`config.mk`:
```
export PLATFORM = sky130hd
export DESIGN_NAME = psu_recon
export DESIGN_NICKNAME = d
export VERILOG_FILES = /design/src/rtl/core/psu_pkg.sv /design/src/rtl/core/psu_recon.sv
export SDC_FILE = /design/constraint.sdc
export NUM_CORES = 1
export LEC_CHECK = 0
export CAP_MARGIN = 20
export CORE_ASPECT_RATIO = 0.8
export CORE_UTILIZATION = 55
export DETAILED_ROUTE_END_ITERATION = 10
export DONT_BUFFER_PORTS = 1
export GPL_ROUTABILITY_DRIVEN = 0
export PLACE_DENSITY = 0.67
export SLEW_MARGIN = 10
export SYNTH_ARGS = -nofsm -noshare
export SYNTH_HDL_FRONTEND = slang
export SYNTH_SLANG_ARGS = --single-unit
```
`constraint.sdc`:
```
create_clock -name clk -period 18.32 [get_ports clk]
set_input_delay 2.748 -clock clk [delete_from_list [all_inputs] [get_ports clk]]
set_output_delay 2.748 -clock clk [all_outputs]
set_load 0.01 [all_outputs]
```
`src/rtl/core/psu_pkg.sv`:
```
// shared types and constants of the png scanline unfilter
`default_nettype none

package psu_pkg;

  // fixed field widths
  localparam int ROW_W      = 18;
  localparam int PIX_W      = 4;
  localparam int CFG_IDX_W  = 1;
  localparam int CFG_DATA_W = 18;

  // register indexes on the configuration port
  localparam logic [CFG_IDX_W-1:0] REG_ROW_BYTES   = 1'b0;
  localparam logic [CFG_IDX_W-1:0] REG_PIXEL_BYTES = 1'b1;

  typedef enum logic [2:0] {
    FILT_NONE  = 3'd0,
    FILT_SUB   = 3'd1,
    FILT_UP    = 3'd2,
    FILT_AVG   = 3'd3,
    FILT_PAETH = 3'd4
  } psu_filt_t;

  typedef struct packed {
    logic [7:0] data_byte;
    logic       pass_start;
  } psu_in_t;

  typedef struct packed {
    logic [7:0] pixel_byte;
    logic       row_end;
    logic       bad_filter;
  } psu_out_t;

  // one item handed from the row control to the reconstruction stage
  typedef struct packed {
    logic [7:0] data;
    psu_filt_t  kind;
    logic       use_left;
    logic       first_row;
    logic       last;
    logic       bad;
  } psu_item_t;

endpackage

`default_nettype wire

```
`src/rtl/core/psu_recon.sv`:
```
// reconstruction stage: predictor, left and above-left history, output register
`default_nettype none

module psu_recon #(
  parameter int MAX_ROW_BYTES   = 131072,
  parameter int MAX_PIXEL_BYTES = 8
) (
  input  wire logic                                    clk,
  input  wire logic                                    rst_n,
  input  wire logic                                    issue,
  input  wire psu_pkg::psu_item_t                      item,
  input  wire logic [$clog2(MAX_ROW_BYTES)-1:0]        item_addr,
  input  wire logic [$clog2(MAX_PIXEL_BYTES+1)-1:0]    pix_len,
  output logic                                         stage_ready,
  input  wire logic [7:0]                              above_byte,
  output logic                                         wr_en,
  output logic [$clog2(MAX_ROW_BYTES)-1:0]             wr_addr,
  output logic [7:0]                                   wr_data,
  output logic                                         out_valid,
  input  wire logic                                    out_stall,
  output psu_pkg::psu_out_t                            out_data
);

  import psu_pkg::*;

  localparam int ADDR_W  = $clog2(MAX_ROW_BYTES);
  localparam int HIST_IW = (MAX_PIXEL_BYTES > 1) ? $clog2(MAX_PIXEL_BYTES) : 1;

  function automatic logic [7:0] paeth(input logic [7:0] a, input logic [7:0] b,
                                       input logic [7:0] c);
    logic signed [9:0] da, db, dc;
    da = $signed({2'b00, b}) - $signed({2'b00, c});
    db = $signed({2'b00, a}) - $signed({2'b00, c});
    dc = da + db;
    if (da < 0) da = -da;
    if (db < 0) db = -db;
    if (dc < 0) dc = -dc;
    if (da <= db && da <= dc) return a;
    else if (db <= dc) return b;
    else return c;
  endfunction

  psu_item_t         s1_item_r;
  logic              s1_valid_r;
  logic [ADDR_W-1:0] s1_addr_r;
  psu_out_t          out_data_r;
  logic              out_valid_r;
  logic [7:0]        left_hist_r [MAX_PIXEL_BYTES];
  logic [7:0]        uleft_hist_r [MAX_PIXEL_BYTES];

  logic               out_free, s1_go;
  logic [HIST_IW-1:0] hidx;
  logic [7:0]         a, b, c, pred, x;
  logic [8:0]         ab_sum;
  psu_out_t           res;

  assign out_free    = !out_valid_r || !out_stall;
  assign s1_go       = s1_valid_r && out_free;
  assign stage_ready = !s1_valid_r || out_free;

  always_comb begin
    hidx   = HIST_IW'(pix_len - 1'b1);
    a      = s1_item_r.use_left ? left_hist_r[hidx] : 8'd0;
    b      = s1_item_r.first_row ? 8'd0 : above_byte;
    c      = (s1_item_r.use_left && !s1_item_r.first_row) ? uleft_hist_r[hidx] : 8'd0;
    ab_sum = {1'b0, a} + {1'b0, b};
    case (s1_item_r.kind)
      FILT_NONE:  pred = 8'd0;
      FILT_SUB:   pred = a;
      FILT_UP:    pred = b;
      FILT_AVG:   pred = ab_sum[8:1];
      FILT_PAETH: pred = paeth(a, b, c);
      default:    pred = 8'd0;
    endcase
    x = s1_item_r.data + pred;

    if (s1_item_r.bad) begin
      res.pixel_byte = 8'd0;
      res.row_end    = 1'b0;
      res.bad_filter = 1'b1;
    end else begin
      res.pixel_byte = x;
      res.row_end    = s1_item_r.last;
      res.bad_filter = 1'b0;
    end
  end

  assign wr_en   = s1_go && !s1_item_r.bad;
  assign wr_addr = s1_addr_r;
  assign wr_data = x;

  always_ff @(posedge clk) begin
    if (!rst_n) begin
      s1_valid_r  <= 1'b0;
      out_valid_r <= 1'b0;
    end else begin
      if (issue) begin
        s1_valid_r <= 1'b1;
      end else if (s1_go) begin
        s1_valid_r <= 1'b0;
      end
      if (s1_go) begin
        out_valid_r <= 1'b1;
      end else if (!out_stall) begin
        out_valid_r <= 1'b0;
      end
    end
  end

  always_ff @(posedge clk) begin
    if (issue) begin
      s1_item_r <= item;
      s1_addr_r <= item_addr;
    end
    if (s1_go) begin
      out_data_r <= res;
    end
  end

  // history shifts once per rebuilt byte
  always_ff @(posedge clk) begin
    if (!rst_n) begin
      for (int k = 0; k < MAX_PIXEL_BYTES; k++) begin
        left_hist_r[k]  <= 8'd0;
        uleft_hist_r[k] <= 8'd0;
      end
    end else if (wr_en) begin
      for (int k = MAX_PIXEL_BYTES - 1; k > 0; k--) begin
        left_hist_r[k]  <= left_hist_r[k-1];
        uleft_hist_r[k] <= uleft_hist_r[k-1];
      end
      left_hist_r[0]  <= x;
      uleft_hist_r[0] <= b;
    end
  end

  assign out_valid = out_valid_r;
  assign out_data  = out_data_r;

  a_no_overwrite : assert property (@(posedge clk) disable iff (!rst_n)
    issue |-> !s1_valid_r || s1_go)
    else $error("held item overwritten in reconstruction stage");

endmodule

`default_nettype wire

```
==> reports/qor.txt <==
internal power - 0.0009797 W
clock sink total - 172
# resized after CTS - 0
final-stage net count - 1,004
final worst path period need - 16.28 ns
Area growth syn-to-layout - 8.157%
placed instance count - 1,118
Worst path slowest cell - ha_1
RSZ-0062 raised after global routing - no
# Max-Cap Violations - 0
io pins - 86
die height - 125.4 um
Via density - 6.202
fin. max-slew vios - 0
largest net degree at the start of global routing - 121
Final Cell Area - 11,330 sq um
Switch Pwr - 0.0005870 W
Post-synth EDFFs - 170
H-tree depth - 4
Setup Fix Bufs, Post-CTS - 0
Setup Crit Path Kind - in -> out
Register-to-Register Path Depth - 39
Max Clk Rate - 0.06143 GHz
commonest non-fill, non-tap cell in the layout - edfxtp_1
vias in the first global route - 7,241
nature of the critical path endpoint - primary output
Tcrit/Tclk final - 88.86%
Crit. Startpoint - pix_len[0]
Distinct cells, synth - 71
core area - 18,390 sq um
Worst-Margin Slew - 1.015 ns
Sum Neg Setup Slack - 0 ns
CTS Buf Count - 17
initial antenna violation count - 1
Flop pwr share - 30.4%
Worst EP arrival - 13.53 ns
vias - 7,145
share of cells above drive strength 1 - 9.688%
R2R setup slack - 7.49 ns
Buf/Inv on CP - 3
WP data required - 15.57 ns
Async SR Flop Fraction - 0%
Worst Hold Depth - 2
CTS tree - built
switch share - 37.47%
Avg Inst Size Synth - 11.65 sq um
clock skew - 0.01339 ns
hold_sp - s1_valid_r
port buffer count - 0
initial core utilization - 56.97%
clock share of power - 23.4%
Slew headroom - 32.31%
DRC Markers - 0
commonest cells after routing, fill and taps aside - edfxtp_1, and3_1, nand2_1
Largest delay share family, worst path - compound AO/OA/AOI/OAI gates
placement row count - 44
1st-pass router iterations - 6
Pwr Total - 0.001567 W
routed len/inst - 20.70 um
Worst-Skew Late Latency - 0.43 ns
die extent in x - 156.3 um
global-route usage over all layers - 25.74%
status - finished, final reports clean
worst-case clock buffer depth - 2
P per Cell Area - 138.3 nW/um^2
Post-Layout Cell Count - 1,152
CP max stage delay - 0.74 ns
yosys warns - 0
Post-Syn Area - 10,480 sq um
first-pass GRT wire length - 38,240 um
worst hold path class - reg -> reg
grt ovf - 0
startpoint class of the critical path - primary input
Combinational Power Share - 46.2%
Hold Slack - 0.5418 ns
Worst Path Max Fanout - 37
WL final - 23,850 um
Seq/Total Area, Yosys - 49.11%
final setup fails - 0
Main synth FF type - edfxtp_1
hpwl dp - 16,640 um
Starting DRT DRC Count - 908
clock root buffer - clkbuf_16
leakage - 4.886 nW
final hold vios - 0
Die ar. - 19,610 sq um
Max IR drop VDD - 0.0001928 V
Synth Instances - 899
DRT antenna net count - 0
clk slew on worst S/H paths - 0.06 ns
Yosys reg bits - 172
critical path depth - 42
area post-placement - 10,700 sq um
Crit Reg-Reg Startpoint - s1_item_r[2]
post-cts hold buffer count - 0
==> routing by layer <==
layer	global-route usage (%)	part of all wire, %	up-vias
met1	37.03	45	3451
met5	0	0	-
li1	-	-	3322
met2	37.32	43	326
met3	7.452	9.3	46
met4	8.535	2.2	0
==> final timing paths <==
| path | end |
|---|---|
| setup / recovery | wr_data[7] |
| hold / removal | out_valid |
| setup reg to reg | out_data[9] |
| hold reg to reg | out_valid |
==> metrics by stage <==
stage	setup slack, ns	util [%]
after floorplan	3.118	-
after global placement	2.601	58.21
after detailed placement	2.239	58.21
after CTS	2.211	61.46
after global routing	1.366	61.62
final	2.041	61.62
==> synthesized netlist by cell type, types with 3 or more instances <==
master | count | area, sq um
or3_1 | 4 | 25.02
and2_1 | 4 | 25.02
a2111oi_2 | 3 | 45.04
a21o_1 | 10 | 75.07
o221ai_1 | 3 | 26.28
and3_1 | 119 | 744.5
o21a_1 | 16 | 120.1
a21oi_1 | 31 | 155.2
clkbuf_1 | 38 | 142.6
o311ai_0 | 3 | 26.28
nand2_1 | 71 | 266.5
o21bai_1 | 7 | 52.55
nor3b_1 | 3 | 22.52
xor2_1 | 21 | 183.9
o22ai_1 | 3 | 18.77
ha_1 | 68 | 850.8
nor3_1 | 4 | 20.02
nor2b_1 | 21 | 131.4
nand2b_1 | 14 | 87.58
o21ai_0 | 20 | 100.1
edfxtp_1 | 170 | 5105
mux4_2 | 28 | 630.6
mux2_2 | 5 | 56.30
xnor2_1 | 34 | 297.8
inv_1 | 55 | 206.5
fa_1 | 3 | 60.06
nand4_1 | 8 | 50.05
maj3_1 | 4 | 40.04
o31ai_1 | 4 | 30.03
a22oi_1 | 5 | 37.54
nand3_1 | 8 | 40.04
nor2_1 | 43 | 161.4
mux2i_1 | 14 | 140.1
a31oi_1 | 5 | 31.28
==> cell families (layout without fill, tap and decap cells) <==
family                   count (synthesis)  in the layout  synth area share [%]
AND/OR/NAND/NOR                        311            311                 16.15
buffers and inverters                  101             98                 3.714
adder cells (fa/ha/maj)                 77             77                 9.292
other                                    2              5               0.07169
multiplexers                            47             47                 7.894
XOR/XNOR                                56             56                 4.753
AO/OA/AOI/OAI                          133            133                 9.017
flip-flops                             172            172                 49.11
==> power by group through the flow <==
| stage | combinational (W) | sequential [W] | clock (W) |
|---|---|---|---|
| global route | 0.000803 | 0.000478 | 0.000388 |
| detailed placement | 0.000701 | 0.000484 | 0 |
| finish | 0.000724 | 0.000476 | 0.000367 |
| CTS | 0.000707 | 0.000476 | 0.000372 |
| global placement | 0.000673 | 0.000483 | 0 |
| floorplan | 0.000543 | 0.000484 | 0 |
==> worst register-to-register path: cells and delay by family (launching register included) <==
family | cells | cell delay, ns
simple gates | 6 | 1.71
compound gates | 20 | 4.48
fa+ha+maj | 6 | 1.91
xor+xnor | 3 | 0.89
mux | 3 | 0.91
flops | 1 | 0.55
buf+inv | 1 | 0.12
==> registers in the layout, indices dropped and copies added (netlist names) <==
| name | count |
|---|---|
| wr_addr | 17 |
| uleft_hist_r | 64 |
| out_data | 10 |
| out_valid | 1 |
| s1_valid_r | 1 |
| s1_item_r | 15 |
| left_hist_r | 64 |
==> cell type report <==
type	instances	area (sq um)
clock inverters	14	167.7
fillers	1478	7057
repair buffers	9	87.58
diodes	1	2.502
well taps	253	316.6
clock buffers	18	429.2
multi-input cells	628	4969
flip-flops and latches	172	5145
inverters	57	214.0
Note: power is estimated with default switching activity, not from simulation.
