### src/rtl/core/psu_pkg.sv
// shared types and constants of the png scanline unfilter
`default_nettype none

package psu_pkg;

  // fixed field widths
  localparam int ROW_W      = 18;
  localparam int PIX_W      = 4;
  localparam int CFG_IDX_W  = 1;
  localparam int CFG_DATA_W = 18;

  // register indexes on the configuration port
  localparam logic [CFG_IDX_W-1:0] REG_ROW_BYTES   = 1'b0;
  localparam logic [CFG_IDX_W-1:0] REG_PIXEL_BYTES = 1'b1;

  typedef enum logic [2:0] {
    FILT_NONE  = 3'd0,
    FILT_SUB   = 3'd1,
    FILT_UP    = 3'd2,
    FILT_AVG   = 3'd3,
    FILT_PAETH = 3'd4
  } psu_filt_t;

  typedef struct packed {
    logic [7:0] data_byte;
    logic       pass_start;
  } psu_in_t;

  typedef struct packed {
    logic [7:0] pixel_byte;
    logic       row_end;
    logic       bad_filter;
  } psu_out_t;

  // one item handed from the row control to the reconstruction stage
  typedef struct packed {
    logic [7:0] data;
    psu_filt_t  kind;
    logic       use_left;
    logic       first_row;
    logic       last;
    logic       bad;
  } psu_item_t;

endpackage

`default_nettype wire

### src/rtl/core/psu_ctrl.sv
// row control: filter byte decode, byte position, first row and error hold
`default_nettype none

module psu_ctrl #(
  parameter int MAX_ROW_BYTES   = 131072,
  parameter int MAX_PIXEL_BYTES = 8
) (
  input  wire logic                                    clk,
  input  wire logic                                    rst_n,
  input  wire logic                                    in_valid,
  output logic                                         in_stall,
  input  wire psu_pkg::psu_in_t                        in_data,
  input  wire logic [$clog2(MAX_ROW_BYTES+1)-1:0]      row_len,
  input  wire logic [$clog2(MAX_PIXEL_BYTES+1)-1:0]    pix_len,
  input  wire logic                                    stage_ready,
  output logic                                         issue,
  output psu_pkg::psu_item_t                           item,
  output logic [$clog2(MAX_ROW_BYTES)-1:0]             item_addr,
  output logic                                         rd_en
);

  import psu_pkg::*;

  localparam int POS_W  = $clog2(MAX_ROW_BYTES + 1);
  localparam int ADDR_W = $clog2(MAX_ROW_BYTES);

  logic [POS_W-1:0] pos_r, pos_nxt, pos_eff;
  logic             first_r, first_nxt, first_eff;
  logic             err_r, err_nxt, err_eff;
  psu_filt_t        kind_r, kind_nxt;
  logic [POS_W-1:0] idx_raw, idx;
  logic             last;
  logic             make_item;
  logic             in_xfer;

  assign in_stall = !stage_ready;
  assign in_xfer  = in_valid && !in_stall;

  always_comb begin
    pos_eff   = in_data.pass_start ? '0 : pos_r;
    first_eff = in_data.pass_start ? 1'b1 : first_r;
    err_eff   = in_data.pass_start ? 1'b0 : err_r;

    // position clamps to the row when row_bytes shrank under us
    idx_raw = pos_eff - POS_W'(1);
    idx     = (idx_raw >= row_len) ? row_len - POS_W'(1) : idx_raw;
    last    = ({1'b0, idx} + (POS_W+1)'(1)) >= {1'b0, row_len};

    make_item      = 1'b0;
    item.data      = in_data.data_byte;
    item.kind      = kind_r;
    item.use_left  = idx >= POS_W'(pix_len);
    item.first_row = first_eff;
    item.last      = last;
    item.bad       = 1'b0;

    pos_nxt   = pos_eff;
    first_nxt = first_eff;
    err_nxt   = err_eff;
    kind_nxt  = kind_r;

    if (!err_eff) begin
      if (pos_eff == '0) begin
        if (in_data.data_byte > 8'(FILT_PAETH)) begin
          make_item = 1'b1;
          item.bad  = 1'b1;
          err_nxt   = 1'b1;
        end else begin
          kind_nxt = psu_filt_t'(in_data.data_byte[2:0]);
          pos_nxt  = POS_W'(1);
        end
      end else begin
        make_item = 1'b1;
        if (last) begin
          pos_nxt   = '0;
          first_nxt = 1'b0;
        end else begin
          pos_nxt = idx + POS_W'(2);
        end
      end
    end
  end

  assign issue     = in_xfer && make_item;
  assign item_addr = idx[ADDR_W-1:0];
  assign rd_en     = issue && !item.bad && !first_eff;

  always_ff @(posedge clk) begin
    if (!rst_n) begin
      pos_r   <= '0;
      first_r <= 1'b1;
      err_r   <= 1'b0;
      kind_r  <= FILT_NONE;
    end else if (in_xfer) begin
      pos_r   <= pos_nxt;
      first_r <= first_nxt;
      err_r   <= err_nxt;
      kind_r  <= kind_nxt;
    end
  end

  a_hold_drops : assert property (@(posedge clk) disable iff (!rst_n)
    in_xfer && err_r && !in_data.pass_start |-> !issue)
    else $error("item issued while error hold set");

  a_bad_sets_hold : assert property (@(posedge clk) disable iff (!rst_n)
    issue && item.bad |=> err_r)
    else $error("bad filter did not set error hold");

  a_first_row_ends : assert property (@(posedge clk) disable iff (!rst_n)
    $fell(first_r) |-> $past(issue && item.last && !item.bad))
    else $error("first row flag cleared without a row end");

endmodule

`default_nettype wire

### config.mk
export PLATFORM = sky130hd
export DESIGN_NAME = psu_ctrl
export DESIGN_NICKNAME = d
export VERILOG_FILES = /design/src/rtl/core/psu_pkg.sv /design/src/rtl/core/psu_ctrl.sv
export SDC_FILE = /design/constraint.sdc
export NUM_CORES = 1
export LEC_CHECK = 0
export ABC_AREA = 0
export BUFFER_PORTS_ARGS = -buffer_cell sky130_fd_sc_hd__buf_4
export CORE_MARGIN = 3
export CORE_UTILIZATION = 50
export DETAILED_ROUTE_END_ITERATION = 12
export PLACE_DENSITY = 0.72
export SYNTH_ARGS = -nofsm -noshare
export SYNTH_HDL_FRONTEND = slang
export SYNTH_SLANG_ARGS = --single-unit
### constraint.sdc
create_clock -name clk -period 20.2 [get_ports clk]
set_input_delay 3.03 -clock clk [delete_from_list [all_inputs] [get_ports clk]]
set_output_delay 3.03 -clock clk [all_outputs]
set_load 0.05 [all_outputs]
==> metrics.md, run 1 <==
| Metric | Value |
|---|---|
| Clk pwr share | `9.1%` |
| Global routing usage on met3 | `3.36%` |
| Switching pwr | `0.000172 W` |
| Post-synth EDFFs | `0` |
| Mapped Nets | `662` |
| ANT cells | `0` |
| First-pass GRT wire length | `20.8 mm` |
| Gr ovfl total | `0` |
| Max FO, Critical Path | `23` |
| Initial DRC count | `265` |
| Final period util | `60.5%` |
| Seq/Total Area, Yosys | `10.9%` |
| Initial antenna violation count | `0` |
| Total GRT Usage | `26.1%` |
| Max transition margin | `22.3%` |
| Cells after Synth | `584` |
| Insertion delay to the later sink of the worst-skew pair | `270 ps` |
| Die area | `9580 um2` |
| RR Startpoint | `pos_r[0]$_SDFFE_PN0P_` |
| Fill count | `810` |
| Fmax | `0.0818 GHz` |
| Design Power | `0.000322 W` |
| Mapped Avg Cell Area | `7.23 um2` |
| Post-cts resize count | `0` |
| HPWL after DPL | `10.7 mm` |
| # setup viols final | `0` |
| Crit path from | `in_data[0]` |
| Synthesis-to-finish area growth | `11.4%` |
| CP top delay family | `compound AO/OA/AOI/OAI gates` |
| GR Layer Usage met1 | `34.7%` |
| I/O pin count | `70` |
| Critical path endpoint | `item[1]` |
| Gate power share | `75.8%` |
| Synth unique cells | `66` |
| TNS Setup | `0 ps` |
| CTS tree | `yes` |
| Die Wd | `97.9 um` |
| Setup crit end kind | `output port` |
| Worst setup SP type | `input pin` |
| Root Buffer | `clkbuf_8` |
| CORE AREA | `7970 um2` |
| CTS Buffer Depth | `2` |
| Final Slew Violations | `0` |
| I/O Buffers | `69` |
| Final worst slack | `7970 ps` |
| Unrepaired setup endpoints after global routing | `no` |
| Reg-to-reg slack, setup | `11850 ps` |
| Sequential Area | `460 um2` |
| Slew @ Worst Pin | `1160 ps` |
| Pre-CTS setup slack | `8050 ps` |
| Routed len/inst | `18.0 um` |
| Status | `completed` |
| Initial Util | `53.0%` |
| Worst Setup Path Type | `input pin to output port` |
| RePlAce Congestion | `0.974` |
| Register share of total power | `15.0%` |
| Grt peak-use layer | `met2` |
| Maxcap violations | `0` |
| #FFs+latches synth | `23` |
| Worst hold-check path type | `flip-flop to flip-flop` |
| Final nets | `696` |
| Clk_skew | `4.73 ps` |
| Worst EP arrival | `9200 ps` |
| Post-CTS setup buffer count | `0` |
| Final ANT Viol Nets | `0` |
| Num CTS Buffers | `3` |
| Number of cells on the critical path | `26` |
| DR vias/cell | `6.03` |
| Worst-path clk slew | `80 ps` |
| Multi-input gate area | `3400 um2` |
| M2 GR Usage | `44.7%` |
| VDD IR-drop max | `0.0717 mV` |
| Required @ worst endpoint | `17170 ps` |
| Row count | `32` |
| Synth warn | `0` |
| CTS Hold Bufs | `0` |
| Layout cells sized above 1 | `16.7%` |
| Buf/Inv on CP | `5` |
| Die Span Y | `97.9 um` |
| Crit-path max cell delay | `430 ps` |
| Hold Vio Cnt, Final | `0` |
| Hold Worst Slack | `491 ps` |
| Post-synthesis async set-or-reset flop share | `0%` |
| Number of global-route vias before repair | `4141` |
| Slowest CP cell | `o32a_1` |
| PD cells | `68.5 nW/um2` |
| Max H-tree Level | `1` |
| Reg2Reg Depth | `27` |
| Total wire length | `12.9 mm` |
| Largest net degree at the start of global routing | `49` |
| Mapped cell area | `4220 um2` |
| Clock Sinks | `23` |
| Drt pass-1 iters | `5` |
| Via count | `4334` |
| Final Critical Period | `12230 ps` |
| Int Power | `0.000151 W` |
| Reg2reg end | `pos_r[16]$_SDFFE_PN0P_` |
| Sw Share | `53.3%` |
| Top_reg_cell synth | `dfxtp_1` |
| Static Leak | `1.98 nW` |
| Residual DRC | `0` |
## per-stage QoR
step                      std cells  utilization [%]  instance area [um2]
after floorplan                 584                -                 4220
after global placement          715             58.4                 4660
after detailed placement        715             58.4                 4660
after CTS                       719             59.0                 4700
after global routing            719             59.0                 4700
final                           719             59.0                 4700
## layout make-up
| cell class | count | share of cell area (%) |
|---|---|---|
| Clock buffer | 3 | 0.878 |
| Clock inverter | 1 | 0.160 |
| Tap cell | 102 | 2.71 |
| Sequential cell | 23 | 9.79 |
| Multi-Input combinational cell | 483 | 72.2 |
| Timing Repair Buffer | 72 | 11.5 |
| Inverter | 35 | 2.79 |
## layer usage
metal,wire [um],vias to the layer above
met5,0,-
met3,747,26
met2,6320,142
met1,5530,2009
met4,326,0
li1,-,2157
## cell usage after synthesis, types with 7 or more instances
master	count	share of area [%]
nand2_1	36	3.2
nor4_1	9	1.3
o21ai_1	7	0.83
nand2b_1	8	1.2
nor3_1	26	3.1
clkbuf_1	20	1.8
a21oi_1	29	3.4
nand4_1	13	1.9
a22oi_1	12	2.1
o21ai_0	20	2.4
nand3_1	22	2.6
buf_2	8	0.95
dfxtp_1	23	11
xnor2_1	46	9.5
xor2_1	10	2.1
or3_1	11	1.6
nor2_1	49	4.4
inv_1	35	3.1
and3_1	9	1.3
a21o_1	9	1.6
buf_4	11	2.0
mux2i_1	18	4.3
nor2b_1	20	3.0
ha_1	43	13
## sequential cells by signal (all words and copies together) (netlist names)
signal,cells
pos_r,18
kind_r,3
err_r,1
first_r,1
## cells in the final DEF, fill, tap and decap left out, drive strengths merged, types with 22 or more instances in the layout
cell type and instances:
inv 35, xnor2 46, dfxtp 23, nor2b 22
nor2 49, nand2 38, o21ai 28, ha 43
buf 72, nor3 30, a21oi 30, nand3 24
## cells by family (layout without fill, tap and decap cells)
kind of cell               count (synthesis)  in the layout  share of synthesized area (%)
muxes                                     21             21                           5.07
AOI/OAI and AO/OA                        126            126                           20.2
and+or+nand+nor                          237            237                           30.8
xor gates and xnor gates                  56             56                           11.6
buffers and inverters                     78            111                           8.68
DFF                                       23             23                           10.9
adders and majority gates                 43             43                           12.7
## power groups by stage
stage,clock (W),sequential [W],combinational (W)
after floorplan,0,0.0000485,0.000184
after global placement,0,0.0000495,0.000239
after detailed placement,0,0.0000495,0.000241
after CTS,0.0000306,0.0000484,0.000243
after global routing,0.0000318,0.0000488,0.000266
final,0.0000294,0.0000485,0.000244
## worst register-to-register path: stages (launching register included)
cell	delay, ps
dfxtp_1	410
or4_4	650
nor4_4	510
nand2_2	220
o21ai_0	180
or3b_1	420
ha_1	320
nand4_1	130
nor2_1	80
a221o_1	320
a31o_2	290
or2_2	360
a21oi_1	430
ha_1	310
o21ai_0	180
a21oi_1	240
o21ai_0	150
a21oi_1	140
mux2i_1	180
a211o_1	300
xnor2_1	120
ha_1	310
a2111oi_0	370
o21ai_0	160
o32a_1	430
nor3_2	710
nand2_2	190
o21ai_1	170
## worst min-delay path by stage
stage,startpoint,end,slack (ps),cells past startpoint
2_1_floorplan,first_r$_SDFFE_PN1P_,first_r$_SDFFE_PN1P_,450,2
3_3_place_gp,first_r$_SDFFE_PN1P_,first_r$_SDFFE_PN1P_,470,2
3_5_place_dp,first_r$_SDFFE_PN1P_,first_r$_SDFFE_PN1P_,480,2
4_1_cts,first_r$_SDFFE_PN1P_,first_r$_SDFFE_PN1P_,500,2
5_1_grt,first_r$_SDFFE_PN1P_,first_r$_SDFFE_PN1P_,520,2
6_report,first_r$_SDFFE_PN1P_,first_r$_SDFFE_PN1P_,490,2
No activity file was read; power rests on OpenSTA's default activity.
==> run 2, diff against run 1 <==
Settings changed: ABC_AREA 0 to 1, PLACE_DENSITY 0.72 to 0.71.
Clock period 20.2 ns to 12.4 ns, I/O delays scaled along.
==> metrics.md, run 2 <==
| Metric | Value |
|---|---|
| Fill count | `903 (+11%)` |
| Worst hold-check path type | `flip-flop to flip-flop` |
| Largest regs | `pos_r (18), kind_r (3)` |
| Drt pass-1 iters | `7 (+2)` |
| Total wire length | `14.6 mm (+13%)` |
| Unrepaired setup endpoints after global routing | `no` |
| Max H-tree Level | `1 (unchanged)` |
| Most frequent cells in the layout | `nand2_1, nor2_1, inv_1, buf_4, ha_1` |
| CP top delay family | `simple AND/OR/NAND/NOR gates` |
| DR vias/cell | `5.34 (-11%)` |
| Top cells by area, synth | `nand2_1, ha_1, dfxtp_1` |
| Final nets | `910 (+31%)` |
| Cell accounting for the most synthesized area | `nand2_1` |
| Mapped cell area | `4760 um2 (+13%)` |
| Num CTS Buffers | `3 (unchanged)` |
| Post-synth EDFFs | `0 (unchanged)` |
| Buf/Inv on CP | `7 (+2)` |
| Crit-path max cell delay | `600 ps (+170 ps)` |
| Required @ worst endpoint | `10540 ps (-6630 ps)` |
| #FFs+latches synth | `23 (unchanged)` |
| CTS tree | `yes` |
| Slew @ Worst Pin | `731 ps (-425 ps)` |
| Residual DRC | `0 (unchanged)` |
| Post-cts resize count | `0 (unchanged)` |
| TNS Setup | `0 ps (unchanged)` |
| First-pass GRT wire length | `24.3 mm (+17%)` |
| CTS Buffer Depth | `2 (unchanged)` |
| I/O Buffers | `69 (unchanged)` |
| Clock Sinks | `23 (unchanged)` |
| Biggest register | `pos_r` |
| Setup crit end kind | `output port` |
| Max transition margin | `51.1% (+29 points)` |
| Initial antenna violation count | `0 (unchanged)` |
| Hold Vio Cnt, Final | `0 (unchanged)` |
| Routed len/inst | `15.3 um (-15%)` |
| Clk_skew | `5.47 ps (+0.744 ps)` |
| Most frequent cell after synthesis | `nand2_1` |
| Max FO, Critical Path | `30 (+30%)` |
| Final Slew Violations | `0 (unchanged)` |
| CORE AREA | `8980 um2 (+13%)` |
| Insertion delay to the later sink of the worst-skew pair | `260 ps (about the same)` |
| Fmax | `0.100 GHz` |
| Final ANT Viol Nets | `0 (unchanged)` |
| CP most frequent cell | `nand2_1` |
| Synth unique cells | `47 (-29%)` |
| Top_reg_cell synth | `dfxtp_1` |
| I/O pin count | `70 (unchanged)` |
| Synth top area share | `17.0% (+4.3 points)` |
| Die Span Y | `104 um (+5.8%)` |
| Slowest CP cell | `o21ai_2` |
| Cells after Synth | `780 (+34%)` |
| Mapped Avg Cell Area | `6.11 um2 (-16%)` |
| Largest net degree at the start of global routing | `31 (-37%)` |
| RePlAce Congestion | `1.01 (+3.8%)` |
| # setup viols final | `0 (unchanged)` |
| Synthesis-to-finish area growth | `11.3%` |
| Maxcap violations | `0 (unchanged)` |
| Largest register FFs | `18 (unchanged)` |
| Mapped Nets | `858 (+30%)` |
| HPWL after DPL | `12.7 mm (+18%)` |
| Synth warn | `0 (unchanged)` |
| Initial DRC count | `335 (+26%)` |
| Post-synthesis async set-or-reset flop share | `0% (unchanged)` |
| Row count | `34 (+6.3%)` |
| Layout cells sized above 1 | `23.2% (+6.5 points)` |
| Worst-path clk slew | `70 ps (about the same)` |
| Status | `completed` |
| Worst EP arrival | `8100 ps (-1100 ps)` |
| Seq/Total Area, Yosys | `9.67% (-1.2 points)` |
| Number of global-route vias before repair | `4862 (+17%)` |
| Worst setup SP type | `input pin` |
| Final Critical Period | `9960 ps` |
| Post-synth top cells | `nand2_1, nor2_1, inv_1` |
| Die area | `10700 um2 (+12%)` |
| Initial Util | `53.1% (+0.053 points)` |
| Post-CTS setup buffer count | `0 (unchanged)` |
| Most common cell after layout, fill and taps aside | `nand2_1` |
| CTS Hold Bufs | `0 (unchanged)` |
| Die Wd | `104 um (+5.8%)` |
| ANT cells | `0 (unchanged)` |
| Worst Setup Path Type | `input pin to output port` |
| Final period util | `80.4%` |
| Via count | `5115 (+18%)` |
| Total GRT Usage | `27.1% (+1.0 points)` |
| Gr ovfl total | `0 (unchanged)` |
| Root Buffer | `clkbuf_8` |
[run 2: final timing paths]
path | cells after the start | slack, ps | endpoint | start
min | 2 | 470 | first_r$_SDFFE_PN1P_ | first_r$_SDFFE_PN1P_
max reg2reg | 35 | 5730 | pos_r[15]$_SDFFE_PN0P_ | pos_r[0]$_SDFFE_PN0P_
max | 35 | 2440 | item[1] | in_data[0]
min reg2reg | 2 | 470 | first_r$_SDFFE_PN1P_ | first_r$_SDFFE_PN1P_
[run 2: tightest hold or removal path, cell delays in order, from the launching register on]
cell,delay (ps)
dfxtp_1,330
a21oi_1,60
nand2_1,60
[run 2: metal layers]
metal  global-route usage (%)  part of all wire, %  vias up
met4                     6.17                  2.4        0
met5                        0                    0        -
met1                     38.6                   47     2329
met2                     43.7                   44      192
met3                     3.48                  6.2       27
li1                         -                    -     2567
[run 2: final cells by class]
cell class | instances | area (um2) | share of cell area, %
multi-input cells | 627 | 3700 | 69.8
repair buffers | 70 | 526 | 9.92
flip-flops and latches | 23 | 460 | 8.69
inverters | 107 | 409 | 7.72
well taps | 126 | 158 | 2.98
clock buffers | 4 | 45.0 | 0.850
[run 2: through the flow]
| step | instance area, um2 | utilization (%) | cells | hold slack (ps) | setup slack (ps) |
|---|---|---|---|---|---|
| final | 5300 | 59.0 | 957 | 472 | 2440 |
| after global routing | 5300 | 59.0 | 957 | 507 | 1740 |
| after CTS | 5300 | 59.0 | 957 | 480 | 2530 |
| after detailed placement | 5250 | 58.5 | 953 | 460 | 2560 |
| after global placement | 5250 | 58.5 | 953 | 449 | 2770 |
| after floorplan | 4760 | - | 780 | 430 | 3840 |
[run 2: logic make-up (layout without fill, tap and decap cells)]
| kind of cell | count (synthesis) | after routing | share of synthesized area, % |
|---|---|---|---|
| and+or+nand+nor | 472 | 472 | 50.4 |
| buffers and inverters | 130 | 181 | 12.6 |
| AOI/OAI and AO/OA | 81 | 81 | 10.3 |
| DFF | 23 | 23 | 9.67 |
| adders and majority gates | 43 | 43 | 11.3 |
| xor gates and xnor gates | 31 | 31 | 5.70 |
Power of run 2 is not shown: default switching activity piles up to over one toggle a cycle in this logic, so the estimate is an artifact.
